==> src/hdl/hrpi_pkg.sv <==
package hrpi_pkg;

    localparam int KEY_W = 64;
    localparam int POS_W = 32;

    localparam int INDEX_BITS_DEF = 10;
    localparam int RING_SIZE_DEF  = 8;

    // Mixing hash: xor-shift, multiply, xor-shift, multiply, xor-shift.
    localparam logic [KEY_W-1:0] HASH_C1 = 64'hbf58476d1ce4e5b9;
    localparam logic [KEY_W-1:0] HASH_C2 = 64'h94d049bb133111eb;
    localparam int MIX_SHIFT_A = 30;
    localparam int MIX_SHIFT_B = 27;
    localparam int MIX_SHIFT_C = 31;

    // Which 32x32 partial product the shared multiplier forms.
    typedef enum logic [1:0] {
        MP_NONE = 2'd0,
        MP_LL   = 2'd1,
        MP_LH   = 2'd2,
        MP_HL   = 2'd3
    } mul_part_t;

    typedef enum logic [1:0] {
        ACC_NONE   = 2'd0,
        ACC_LOAD   = 2'd1,
        ACC_ADD_HI = 2'd2
    } acc_op_t;

    typedef struct packed {
        logic      load_in;
        mul_part_t mul_part;
        logic      const_sel;
        acc_op_t   acc_op;
        logic      mix;
        logic      slot_load;
        logic      meta_rd;
        logic      insert_wr;
        logic      clear_step;
        logic      lookup_start;
        logic      pos_read;
        logic      out_load_pos;
        logic      out_load_miss;
    } cmd_t;

    typedef struct packed {
        logic clear_done;
        logic req_lookup;
        logic slot_hit;
        logic last_pos;
        logic out_free;
    } stat_t;

endpackage

==> src/hdl/hrpi_ctrl.sv <==
module hrpi_ctrl (
    input  logic            clk,
    input  logic            rst_n,
    input  logic            req_valid,
    output logic            req_stall,
    input  hrpi_pkg::stat_t stat,
    output hrpi_pkg::cmd_t  cmd
);

    import hrpi_pkg::*;

    typedef enum logic [4:0] {
        S_CLEAR,
        S_IDLE,
        S_H1_LL,
        S_H1_LH,
        S_H1_HL,
        S_H1_ACC,
        S_MIX,
        S_H2_LL,
        S_H2_LH,
        S_H2_HL,
        S_H2_ACC,
        S_SLOT,
        S_RD_META,
        S_DECIDE,
        S_MISS,
        S_POS,
        S_OUT
    } state_t;

    state_t state_reg;
    state_t state_next;

    always_ff @(posedge clk or negedge rst_n)
    begin
        if (!rst_n)
        begin
            state_reg <= S_CLEAR;
        end
        else
        begin
            state_reg <= state_next;
        end
    end

    assign req_stall = (state_reg != S_IDLE);

    always_comb
    begin
        cmd        = '0;
        state_next = state_reg;
        unique case (state_reg)
            S_CLEAR:
            begin
                cmd.clear_step = 1'b1;
                if (stat.clear_done)
                begin
                    state_next = S_IDLE;
                end
            end
            S_IDLE:
            begin
                if (req_valid)
                begin
                    cmd.load_in = 1'b1;
                    state_next  = S_H1_LL;
                end
            end
            S_H1_LL:
            begin
                cmd.mul_part = MP_LL;
                state_next   = S_H1_LH;
            end
            S_H1_LH:
            begin
                cmd.mul_part = MP_LH;
                cmd.acc_op   = ACC_LOAD;
                state_next   = S_H1_HL;
            end
            S_H1_HL:
            begin
                cmd.mul_part = MP_HL;
                cmd.acc_op   = ACC_ADD_HI;
                state_next   = S_H1_ACC;
            end
            S_H1_ACC:
            begin
                cmd.acc_op = ACC_ADD_HI;
                state_next = S_MIX;
            end
            S_MIX:
            begin
                cmd.mix    = 1'b1;
                state_next = S_H2_LL;
            end
            S_H2_LL:
            begin
                cmd.mul_part  = MP_LL;
                cmd.const_sel = 1'b1;
                state_next    = S_H2_LH;
            end
            S_H2_LH:
            begin
                cmd.mul_part  = MP_LH;
                cmd.const_sel = 1'b1;
                cmd.acc_op    = ACC_LOAD;
                state_next    = S_H2_HL;
            end
            S_H2_HL:
            begin
                cmd.mul_part  = MP_HL;
                cmd.const_sel = 1'b1;
                cmd.acc_op    = ACC_ADD_HI;
                state_next    = S_H2_ACC;
            end
            S_H2_ACC:
            begin
                cmd.acc_op = ACC_ADD_HI;
                state_next = S_SLOT;
            end
            S_SLOT:
            begin
                cmd.slot_load = 1'b1;
                state_next    = S_RD_META;
            end
            S_RD_META:
            begin
                cmd.meta_rd = 1'b1;
                state_next  = S_DECIDE;
            end
            S_DECIDE:
            begin
                if (!stat.req_lookup)
                begin
                    cmd.insert_wr = 1'b1;
                    state_next    = S_IDLE;
                end
                else if (stat.slot_hit)
                begin
                    cmd.lookup_start = 1'b1;
                    state_next       = S_POS;
                end
                else
                begin
                    state_next = S_MISS;
                end
            end
            S_MISS:
            begin
                if (stat.out_free)
                begin
                    cmd.out_load_miss = 1'b1;
                    state_next        = S_IDLE;
                end
            end
            S_POS:
            begin
                cmd.pos_read = 1'b1;
                state_next   = S_OUT;
            end
            S_OUT:
            begin
                // The RAM holds its read data until the next read, so a stalled
                // result simply waits here.
                if (stat.out_free)
                begin
                    cmd.out_load_pos = 1'b1;
                    if (stat.last_pos)
                    begin
                        state_next = S_IDLE;
                    end
                    else
                    begin
                        cmd.pos_read = 1'b1;
                    end
                end
            end
            default:
            begin
                state_next = S_IDLE;
            end
        endcase
    end

endmodule

==> config.mk <==
export PLATFORM = sky130hd
export DESIGN_NAME = hrpi_ctrl
export DESIGN_NICKNAME = d
export VERILOG_FILES = /design/src/hdl/hrpi_pkg.sv /design/src/hdl/hrpi_ctrl.sv
export SDC_FILE = /design/constraint.sdc
export NUM_CORES = 1
export LEC_CHECK = 0
export BUFFER_PORTS_ARGS = -buffer_cell sky130_fd_sc_hd__buf_4
export CORE_AREA = 4 4 41 43
export DETAILED_ROUTE_END_ITERATION = 10
export DIE_AREA = 0 0 45 47
export HOLD_SLACK_MARGIN = 0.08
export PLACE_DENSITY = 0.84
export SYNTH_ARGS = -nofsm -noshare
export SYNTH_HDL_FRONTEND = slang
export SYNTH_SLANG_ARGS = --single-unit
==> constraint.sdc <==
create_clock -name clk -period 3.92 [get_ports clk]
set_clock_uncertainty 0.2 [all_clocks]
set_input_delay 0.784 -clock clk [delete_from_list [all_inputs] [get_ports clk]]
set_output_delay 0.784 -clock clk [all_outputs]
set_load 0.03 [all_outputs]
==> summary.txt, run 1 <==
Route
  – DRT Pass-1 Iters: 4
  – DRC Markers: 0
  – Vias: 631
  – Routed WL per cell: 11.65 µm
  – Post-route ant nets: 0
  – Drt via density: 5.393
  – DRT iter0 DRCs: 14
  – Detailed Route WL: between 1000 and 1500 µm

Worst setup path
  – CP top delay family: flip-flops
  – CP max stage cell: dfrtp_1
  – Worst R2R Setup Slack: 2.27 ns
  – Crit path DAT: 1.73 ns
  – Worst EP required: 2.94 ns
  – Setup CP Type: register to primary output
  – Worst-path fanout max: 16
  – Worst setup EP type: primary output
  – Max stage delay on crit path: 0.61 ns
  – Crit path cell chain: or3b_1 > o21ai_1 > a21oi_1 > nor2_2 > buf_4
  – Reg2Reg Depth: 4
  – Reg2reg end: state_reg[3]$_DFFE_PN0P_
  – Crit start category: register
  – Critical R2R Launch: state_reg[0]$_DFFE_PN0P_
  – WP buf/inv: 1

Timing
  – Max Slew Vio Count: 0
  – Setup TNS: 0 ns
  – Final setup violation count: 0
  – Max Clk Rate: 0.3682 GHz
  – Relative slew slack: 62.21%
  – Final worst path period share: 69.29%
  – Worst-Margin Slew: 0.5669 ns
  – RSZ-0062 raised after global routing: no
  – Period minus WS final: 2.716 ns
  – Final setup margin: about 1.2 ns
  – Hold Fails Final Rpt: 0

Global route
  – Vias in the first global route: 560
  – Grt ovf: 0
  – Initial antenna violation count: 0
  – Pin count of the biggest net entering global routing: 20
  – First-pass GRT wire length: 2256 µm
  – Total track usage: 14.15%

Synthesis
  – Sequential fraction of the synthesis area: 22.03%
  – Yosys top cell by area: dfrtp_1
  – Post-synth ARST share: 100.0%
  – Cells after Synth: 83
  – Mapped Area: 568.0 µm²
  – Synthesis Warnings: 0
  – Synth Register Bits: 5
  – Post-synth EDFFs: 0
  – Post-synth top flop: dfrtp_1
  – Count of cell types in the netlist: 30
  – Post-synth net total: 91
  – Top cells by area, synth: dfrtp_1 (22%), nor2_1 (8.6%), o21ai_1 (7.0%)
  – Synth top area share: between 20% and 30%
  – Syn avg cell area: approximately 7 µm²

Placement
  – Placed inst area: around 700 µm²
  – Detailed placement HPWL: 1005 µm
  – Final GP Congestion: 0.7706
  – Setup WS pre-CTS: between 1 and 1.5 ns
  – Port Buffers: 23

Clock tree
  – Clk Latency, worst-skew pair: 0.23 ns
  – Worst-path clk slew: 0.04 ns
  – PostCTS Resize Cnt: 0
  – CTS H-Tree Depth: 1
  – Hold-fix buffers at CTS: 0
  – CTS tree: built
  – Root buf cell: clkbuf_4
  – Clock sink count: 5
  – Clk buf depth: 2
  – Postcts setup bufs: 0
  – Num CTS Buffers: 3

Min path
  – Min-delay worst type: primary input to asynchronous set/reset pin

Floorplan
  – Initial Util: 43.65%
  – # rows: 13
  – Die area: 0.002115 mm²
  – Core area: 0.001301 mm²
  – Die X: 45 µm
  – Die Height: ~47 µm
  – IO Pins: 24

Power
  – Comb pwr share: 66.1%
  – NetSw: 0.3575 mW
  – Clk pwr share: 8.8%
  – Power Internal: 0.2920 mW
  – Sw Ratio: 55.04%
  – P_leak: ~0.34 nW
  – Maximum vdd drop: 0.0004259 V
  – Sequential share of power: 25.1%
  – Power Density: 882.7 mW/mm²

Final layout
  – Design Area, Final: between 700 and 800 µm²
  – Share of cells above drive strength 1: 29.41%
  – Final #Nets: 111
  – Diodes inserted: 0
  – Layout area overhead: 29.52%
  – Max FFs per register: 5
  – Fillers: 129
  – Most common cell after layout, fill and taps aside: buf_4
  – Most frequent cells in the layout: buf_4 (23), nor2_1 (13), nand2_1 (8), o21ai_1 (8), a21oi_1 (6)

Run
  – Max-cap violations: 0

Status
  – Outcome: finished clean
-- layer usage --
layer	wire length, µm	global-route usage [%]	vias to the layer above	share of wire, %
met5	0	0	-	0
met2	743	24.86	12	55
met1	581	17.82	293	43
met4	0	7.018	0	0
met3	38	0.3831	0	2.8
li1	-	-	326	-
-- synthesized netlist by cell type, drive strengths merged (2+ instances only) --
master and number:
nand3 2, buf 8, nand3b 2, a31oi 4, dfrtp 5, nand2b 2, nor2 15, o21ai 9
inv 3, a21oi 6, xnor2 2, nand2 8, nor3 3
-- power groups by stage --
stage,clock network [mW],registers (mW),logic [mW]
after detailed placement,0,0.162,0.431
final,0.0574,0.163,0.429
after global placement,0,0.160,0.426
after CTS,0.0591,0.161,0.433
after global routing,0.0619,0.174,0.470
after floorplan,0,0.0860,0.406
-- worst reg2reg max path, cell delays in order, from the launching register on --
cell      delay, ns
dfrtp_1        0.69
and2b_4        0.28
nand3_1        0.10
a21boi_1       0.16
o21ai_1        0.14
-- layout make-up --
type	count	area (µm²)	area share (%)
Inverter	3	11.26	1.531
Tap cell	15	18.77	2.551
Multi-Input combinational cell	67	381.6	51.87
Sequential cell	5	125.1	17.01
Timing Repair Buffer	23	172.7	23.47
Clock buffer	4	26.28	3.571
-- worst max path at each step --
stage,end,from,slack (ns),cells past startpoint
CTS,cmd[12],state_reg[3]$_DFFE_PN0P_,1.21,5
finish,cmd[12],state_reg[3]$_DFFE_PN0P_,1.20,5
global placement,cmd[11],state_reg[0]$_DFFE_PN0P_,1.53,4
floorplan,cmd[8],state_reg[4]$_DFFE_PN0P_,1.28,3
detailed placement,cmd[12],state_reg[3]$_DFFE_PN0P_,1.47,5
global route,cmd[12],state_reg[3]$_DFFE_PN0P_,1.10,5
-- cell families after synthesis --
group	synth area share (%)
muxes	3.744
DFF	22.03
and+or+nand+nor	37.01
AOI/OAI and AO/OA	23.35
buffers and inverters	10.79
xor gates and xnor gates	3.084
-- stage by stage --
| stage | instances | hold slack [ns] | power, mW | utilization (%) |
|---|---|---|---|---|
| after floorplan | 83 | 0.2884 | 0.4919 | - |
| after global placement | 113 | 0.3845 | 0.5853 | 54.52 |
| after detailed placement | 113 | 0.3840 | 0.5935 | 54.52 |
| after CTS | 117 | 0.1322 | 0.6540 | 56.54 |
| after global routing | 117 | 0.1362 | 0.7062 | 56.54 |
| final | 117 | 0.1386 | 0.6494 | 56.54 |
Note: power is estimated with default switching activity, not from simulation.
==> run 2, diff against run 1 <==
- ABC_AREA: default -> 1
- PLACE_DENSITY: 0.84 -> 0.83
- clock period: 3.92 -> 2.6 ns (I/O delays scaled with it)
==> summary.txt, run 2 <==
Timing
  – Final worst path period share: 86.90%
  – Hold Fails Final Rpt: 0 (unchanged)
  – Period minus WS final: roughly 2.3 ns
  – Relative slew slack: 80.03% (+18 points)
  – RSZ-0062 raised after global routing: no
  – Worst-Margin Slew: 0.2996 ns (-0.2673 ns)
  – Setup TNS: 0 ns (unchanged)
  – Final setup margin: 0.3406 ns (-0.8632 ns)
  – Max Slew Vio Count: 0 (unchanged)
  – WHS: 0.3630 ns (+0.2243 ns)
  – Max Clk Rate: 0.4426 GHz
  – Final setup violation count: 0 (unchanged)

Worst setup path
  – Worst R2R Setup Slack: 0.98 ns (-1.29 ns)
  – Worst setup EP type: primary output
  – CP max stage cell: dfrtp_1
  – Worst EP required: 1.88 ns (-1.06 ns)
  – Crit path DAT: 1.54 ns (-0.19 ns)
  – Max stage delay on crit path: 0.42 ns (-0.19 ns)
  – Critical path's most frequent cell: nor2_1
  – CP top delay family: simple AND/OR/NAND/NOR gates
  – Setup CP Type: register to primary output
  – WP buf/inv: 2 (+1)
  – Crit start category: register
  – Crit path cell chain: inv_1 > nand3_2 > nor2_1 > nand2_1 > nor2_1 > buf_4
  – Worst-path fanout max: 6 (-10)

Synthesis
  – Synth cell count leaders: nand2_1 (28), inv_1 (17), nor2_1 (15)
  – Synth top area share: 22.42% (+0.40 points)
  – Post-synthesis simple-gate area fraction: 56.73% (+20 points)
  – Post-synthesis adder-cell area fraction: 0% (unchanged)
  – Count of cell types in the netlist: 17 (-43%)
  – Post-Synth XOR/XNOR Area: 0% (-3.1 points)
  – Synth Register Bits: 5 (unchanged)
  – Cells after Synth: 101 (+22%)
  – Sequential fraction of the synthesis area: 22.42% (+0.40 points)
  – Largest family of logic cells by synthesized area: simple AND/OR/NAND/NOR gates
  – Post-synth ARST share: 100.0% (unchanged)
  – Top cells by area, synth: dfrtp_1 (22%), nand2_1 (19%), nand3_1 (12%)
  – Post-synth net total: 109 (+20%)
  – Synthesis Warnings: 0 (unchanged)
  – Top-count cell post-synth: nand2_1
  – Syn avg cell area: 5.525 µm² (-19%)
  – Synth Area in Compound Gates: 6.726% (-17 points)
  – Yosys top cell by area: dfrtp_1
  – Post-synth top flop: dfrtp_1
  – Post-synth EDFFs: 0 (unchanged)
  – Post-synthesis mux area share: 0% (-3.7 points)
  – Mapped Area: 558.0 µm² (-1.8%)

Route
  – Post-route ant nets: 0 (unchanged)
  – Metal2 WL: 792 µm (+6.6%)
  – Wl on met1: 622 µm (+7.1%)
  – Routed WL per cell: 11.08 µm (-4.9%)
  – Metal3 WL: 156 µm (+310%)
  – Detailed Route WL: 1596 µm (+17%)
  – DRT iter0 DRCs: 25 (+11)
  – DRC Markers: 0 (unchanged)
  – Vias: 719 (+14%)
  – Uppermost layer routed: met4
  – DRT Pass-1 Iters: 4 (unchanged)
  – Drt via density: 4.993 (-7.4%)

Power
  – Comb pwr share: 73.7% (+7.6 points)
  – P_leak: 0.4795 nW (+42%)
  – Power Density: 1276 mW/mm² (+45%)
  – Pwr Total: 1.002 mW (+54%)
  – Sw Ratio: 58.05% (+3.0 points)
  – NetSw: 0.5818 mW (+63%)
  – Clk pwr share: 9.2% (+0.4 points)
  – Maximum vdd drop: 0.0005746 V (+35%)
  – Power Internal: 0.4205 mW (+44%)
  – Sequential share of power: 17.1% (-8.0 points)

Final layout
  – Layout area overhead: 40.81%
  – Most common cell after layout, fill and taps aside: nand2_1
  – Diodes inserted: 0 (unchanged)
  – Fillers: 135 (+4.7%)
  – Final core occ: 60.38% (+3.8 points)
  – Design Area, Final: 785.8 µm² (+6.8%)
  – Max FFs per register: 5 (unchanged)
  – Most frequent cells in the layout: nand2_1 (28), buf_4 (23), inv_1 (17)
  – Final #Nets: 138 (+24%)
  – Final cell count without fillers: 144 (+23%)
  – Share of cells above drive strength 1: 29.46% (+0.046 points)

Clock tree
  – CTS tree: built
  – Num CTS Buffers: 3 (unchanged)
  – Clk buf depth: 2 (unchanged)
  – Worst-path clk slew: 0.04 ns (about the same)
  – Clk Latency, worst-skew pair: 0.24 ns (about the same)
  – PostCTS Resize Cnt: 0 (unchanged)
  – Hold-fix buffers at CTS: 1 (+1)
  – Clock sink count: 5 (unchanged)
  – Postcts setup bufs: 0 (unchanged)
  – Root buf cell: clkbuf_4
  – CTS H-Tree Depth: 1 (unchanged)

Global route
  – Pin count of the biggest net entering global routing: 7 (-65%)
  – Initial antenna violation count: 0 (unchanged)
  – Vias in the first global route: 694 (+24%)
  – First-pass GRT wire length: 2760 µm (+22%)
  – Total track usage: 18.16% (+4.0 points)
  – Grt ovf: 0 (unchanged)

Placement
  – Setup WS pre-CTS: 0.6041 ns (-0.8612 ns)
  – Placed inst area: 749.5 µm² (+5.6%)
  – Final GP Congestion: 0.9182 (+19%)
  – Placed cells: 139 (+23%)
  – Port Buffers: 23 (unchanged)
  – Detailed placement HPWL: 1283 µm (+28%)

Status
  – Outcome: finished clean

Floorplan
  – Core area: 0.001301 mm² (unchanged)
  – Initial Util: 42.88% (-0.77 points)
  – # rows: 13 (unchanged)
  – Die Height: 47 µm (unchanged)
  – IO Pins: 24 (unchanged)
  – Die area: 0.002115 mm² (unchanged)
  – Die X: 45 µm (unchanged)

Run
  – Max-cap violations: 0 (unchanged)

Min path
  – Min-delay worst type: primary input to register
==> run 2: worst paths after layout <==
path,startpoint,to,depth (start not counted)
worst max-delay path,state_reg[4]$_DFFE_PN0P_,cmd[3],6
worst min-delay path,req_valid,state_reg[0]$_DFFE_PN0P_,4
worst max register to register,state_reg[4]$_DFFE_PN0P_,state_reg[0]$_DFFE_PN0P_,8
worst min register to register,state_reg[4]$_DFFE_PN0P_,state_reg[4]$_DFFE_PN0P_,2
max in group asynchronous,rst_n,state_reg[3]$_DFFE_PN0P_,2
min in group asynchronous,rst_n,state_reg[4]$_DFFE_PN0P_,2
==> run 2: worst register-to-register path: cells and delay by family, from the launching register on <==
| kind | cells | cell delay [ns] |
|---|---|---|
| flip-flops | 1 | 0.42 |
| AND/OR/NAND/NOR | 5 | 0.43 |
| buffers and inverters | 2 | 0.28 |
| AO/OA/AOI/OAI | 1 | 0.18 |
==> run 2: cell type report <==
cell class	count	area, µm²	area share, %
inverters	21	78.83	10.03
multi-input cells	75	354.1	45.06
repair buffers	24	182.7	23.25
clock buffers	4	26.28	3.344
flip-flops and latches	5	125.1	15.92
well taps	15	18.77	2.389
==> run 2: kinds of logic (layout without fill, tap and decap cells) <==
logic type / after synthesis / after routing
buffers and inverters: 21 / 49
AOI/OAI and AO/OA: 7 / 7
DFF: 5 / 5
and+or+nand+nor: 68 / 68
==> run 2: metal layers <==
metal	track usage (%)	vias up
li1	-	369
met1	21.61	311
met2	29.10	34
met3	6.130	5
met4	9.357	0
met5	0	-
==> run 2: power by group through the flow <==
stage / clock [mW] / combinational (mW) / sequential, mW
final: 0.0921 / 0.739 / 0.172
after global routing: 0.106 / 0.820 / 0.180
after CTS: 0.0958 / 0.739 / 0.172
after detailed placement: 0 / 0.734 / 0.174
after global placement: 0 / 0.735 / 0.170
after floorplan: 0 / 0.525 / 0.160
